### src/fdms_pkg.sv
// ----------------------------------------------------------------------------
// Frame DFT magnitude spectrum: shared package
// Types and fixed constants used by the cell chain, the bin unit and the top.
// ----------------------------------------------------------------------------
package fdms_pkg;

    // Widths fixed by the sample and result formats.
    localparam int SAMPLE_W = 16;
    localparam int BIN_W    = 7;

    // Value written in place of bin zero.
    localparam logic signed [SAMPLE_W-1:0] BIN0_MARKER = 16'sd32000;

    // Largest magnitude that still fits once negated.
    localparam logic [SAMPLE_W:0] MAG_LIMIT = 17'd32768;

    typedef logic signed [SAMPLE_W-1:0] sample_t;

    // Control broadcast to every cell of the frame chain.
    typedef struct packed {
        logic cap_shift;   // shift a new sample into the capture row
        logic hld_rot;     // rotate the held row by one place
        logic hld_load;    // copy the capture row into the held row
    } cell_ctrl_t;

    // Status from the bin unit to the top-level sequencer.
    typedef struct packed {
        logic rot;         // the unit consumes the head of the held row
        logic done;        // the bin result is valid for this cycle
    } bin_status_t;

endpackage

### src/fdms_cell.sv
// ----------------------------------------------------------------------------
// Frame chain cell
// Holds one capture sample and one held sample and passes both to its
// neighbour: the capture row shifts in samples, the held row rotates.
// ----------------------------------------------------------------------------
module fdms_cell
    import fdms_pkg::*;
(
    input  logic       aclk,
    input  cell_ctrl_t ctrl,
    input  sample_t    cap_in,
    input  sample_t    hld_in,
    output sample_t    cap_out,
    output sample_t    hld_out
);

    sample_t cap_reg;
    sample_t hld_reg;

    // Capture row: take the neighbour's sample on each transaction.
    always_ff @(posedge aclk) begin
        if (ctrl.cap_shift) begin
            cap_reg <= cap_in;
        end
    end

    // Held row: a full-frame load has priority over rotation.
    always_ff @(posedge aclk) begin
        if (ctrl.hld_load) begin
            hld_reg <= cap_reg;
        end else if (ctrl.hld_rot) begin
            hld_reg <= hld_in;
        end
    end

    assign cap_out = cap_reg;
    assign hld_out = hld_reg;

endmodule

### config.mk
export PLATFORM = sky130hd
export DESIGN_NAME = fdms_cell
export DESIGN_NICKNAME = d
export VERILOG_FILES = /design/src/fdms_pkg.sv /design/src/fdms_cell.sv
export SDC_FILE = /design/constraint.sdc
export NUM_CORES = 1
export LEC_CHECK = 0
export BUFFER_PORTS_ARGS = -buffer_cell sky130_fd_sc_hd__buf_2
export CAP_MARGIN = 20
export CORE_MARGIN = 2
export CORE_UTILIZATION = 43
export CTS_CLUSTER_DIAMETER = 30
export DETAILED_ROUTE_END_ITERATION = 7
export PLACE_DENSITY = 0.78
export SYNTH_ARGS = -nofsm -noshare
export SYNTH_HDL_FRONTEND = slang
export SYNTH_SLANG_ARGS = --single-unit
### constraint.sdc
create_clock -name aclk -period 1.3 [get_ports aclk]
set_input_delay 0.13 -clock aclk [delete_from_list [all_inputs] [get_ports aclk]]
set_output_delay 0.13 -clock aclk [all_outputs]
set_load 0.03 [all_outputs]
==> metrics <==
initial antenna violation count=0; setup_tns=0 ns; WS Path Type=register to output pin; dominant delay contributor by cell family on the critical path=flip-flops; endpoints failing setup=0; Power Density=about 1200 nW/um2; status=complete, no violations; total CTS buffers=5; Max-Cap Viols=0; Synth top area share=0.793; distinct cell type count after synthesis=6; Net Count, Synth=87; first-pass GRT wire length=3820 um; Avg Cell Area, Syn=between 20 and 25 um2; share of cells above drive strength 1=0.647; largest net degree at the start of global routing=17; Max stage delay on crit path=around 0.42 ns; WL final=approximately 2400 um; Synth warnings=0; CP Max Fanout=2; Worst path slowest cell=edfxtp_1; CTS Buffer Depth=2; Synth area leaders=edfxtp_1 79%, mux2_4 11%, mux2_2 6.5%, buf_12 1.7%, buf_6 0.93%; Max-Slew Margin vs Limit=0.611; vias in the first global route=about 820; placer congestion estimate=0.808; most common library cells after synthesis=32 x edfxtp_1, 9 x mux2_4, 7 x mux2_2; Post-Place Worst Slack=roughly 0.20 ns; Syn Std Cell Area=approximately 1200 um2; vias post-DR=765; fin worst setup slack=approximately 0.23 ns; Post-synth EDFFs=32; die width=around 57 um; largest area contributor in the netlist=edfxtp_1; Fin Clk Skew=roughly 0.0060 ns; Die Y=around 57 um; Final #Nets=approximately 180; Synth Area in Simple Gates=0.00516; FMAX=0.934 GHz; RSZ-0062 raised after global routing=false; CTS H-tree depth=2; Clock Latency Late Sink=about 0.32 ns; Leakage Power=0.786 nW; core box area=between 2000 and 3000 um2; GR Overflow Total=0; worst vdd ir=~1100 uV; most frequent cell after synthesis=edfxtp_1; Area Overhead vs Synth=45.8%; PostCTS Resize Cnt=0; placed inst area=1570 um2; Die ar.=about 3300 um2; gate count of the mapped netlist=slightly above 50; Tcrit/Tclk final=0.824; Synth Area in Compound Gates=0; post-DR wirelength/cell=14.3 um; Row Count=19; routed vias/inst=between 4 and 5; CP endpoint kind=output pin; multiplexer area fraction after synthesis=0.176; DP Wirelength=between 1500 and 2000 um; ant diodes=0; Hold Path Class=input pin to register; total clock sinks=32; CTS tree=yes; WP buf/inv=1; CTS clk-pin slew, worst paths=0.08 ns; max-slew violations=0; register area share after synthesis=0.793; register bit total from synthesis=32; Min Clock Period, post-route=1.07 ns; most used flip-flop cell after synthesis=edfxtp_1; num ports=68; drt drc=0; Final Non-Filler Cells=170; XOR/XNOR Fraction of Synth Area=0; I/O Buffers=67; Final Cell Area=~1800 um2; required time worst endpoint=1.17 ns; Detailed Route Iter0 Violations=6; Initial Util=0.447; asr flop ratio synth=0; 1st-pass router iterations=4; global-route usage over all layers=0.169; Antenna Nets Post-Route=0; Hold Violations, Final=0; Placed Cells=around 150; Synth Area in Adders=0; combinational family with the most area after synthesis=multiplexers; worst-margin pin slew=0.583 ns; Root Buffer=clkbuf_4; worst path arrival time=0.94 ns; Worst setup SP type=register; worst-path cell chain=buf_2
power by group:
part | switching (mW) | total (mW) | internal, mW | leakage, nW
clock network | 0.258 | 0.438 | 0.180 | 0.0230
registers | 0.0327 | 1.28 | 1.24 | 0.320
logic | 0.278 | 0.464 | 0.186 | 0.443
total | 0.569 | 2.18 | 1.61 | 0.786
flip-flops by register name, summed over array words and instances (netlist names):
name,flops
cap_out,16
hld_out,16
path summary, 6_finish.rpt:
kind                                       startpoint               endpoint  slack [ns]  cells after the start
worst max-delay path             cap_out[9]$_DFFE_PP_             cap_out[9]        0.23                      1
worst min-delay path                        hld_in[9]   hld_out[9]$_DFFE_PP_        0.11                      2
worst max register to register  cap_out[15]$_DFFE_PP_  hld_out[15]$_DFFE_PP_        0.36                      1
worst min register to register  cap_out[12]$_DFFE_PP_  hld_out[12]$_DFFE_PP_        0.59                      1
placed cells by master, fill, tap and decap left out:
cell type	count
or2_1	1
dlygate4sd3_1	16
buf_2	67
mux2_2	7
mux2_4	9
clkbuf_4	5
edfxtp_1	32
buf_4	2
area by class of cell:
| class | instances | area [um2] |
|---|---|---|
| flip-flops and latches | 32 | 961 |
| repair buffers | 85 | 510 |
| multi-input cells | 17 | 220 |
| fillers | 198 | 942 |
| well taps | 31 | 38.8 |
| clock buffers | 5 | 37.5 |
per-layer routing:
metal	part of all wire	global-route usage
met5	0	0
met4	0.040	0.106
met3	0.050	0.0590
met2	0.60	0.309
met1	0.31	0.157
logic make-up (layout without fill, tap and decap cells):
family	count (synthesis)	after routing
and+or+nand+nor	1	1
buffers and inverters	2	90
muxes	16	16
DFF	32	32
stage by stage:
| stage | utilization | power [mW] | hold WS, ns |
|---|---|---|---|
| floorplan | - | 1.58 | 0.229 |
| global placement | 0.579 | 1.72 | 0.307 |
| detailed placement | 0.579 | 1.73 | 0.308 |
| CTS | 0.652 | 2.20 | 0.0968 |
| global route | 0.652 | 2.28 | 0.0857 |
| finish | 0.652 | 2.18 | 0.110 |
repair_timing:
action	in CTS	in global routing
hold endpoints to repair	16	0
setup buffers	0	0
hold buffers	16	0
(Power assumes the default switching activity.)
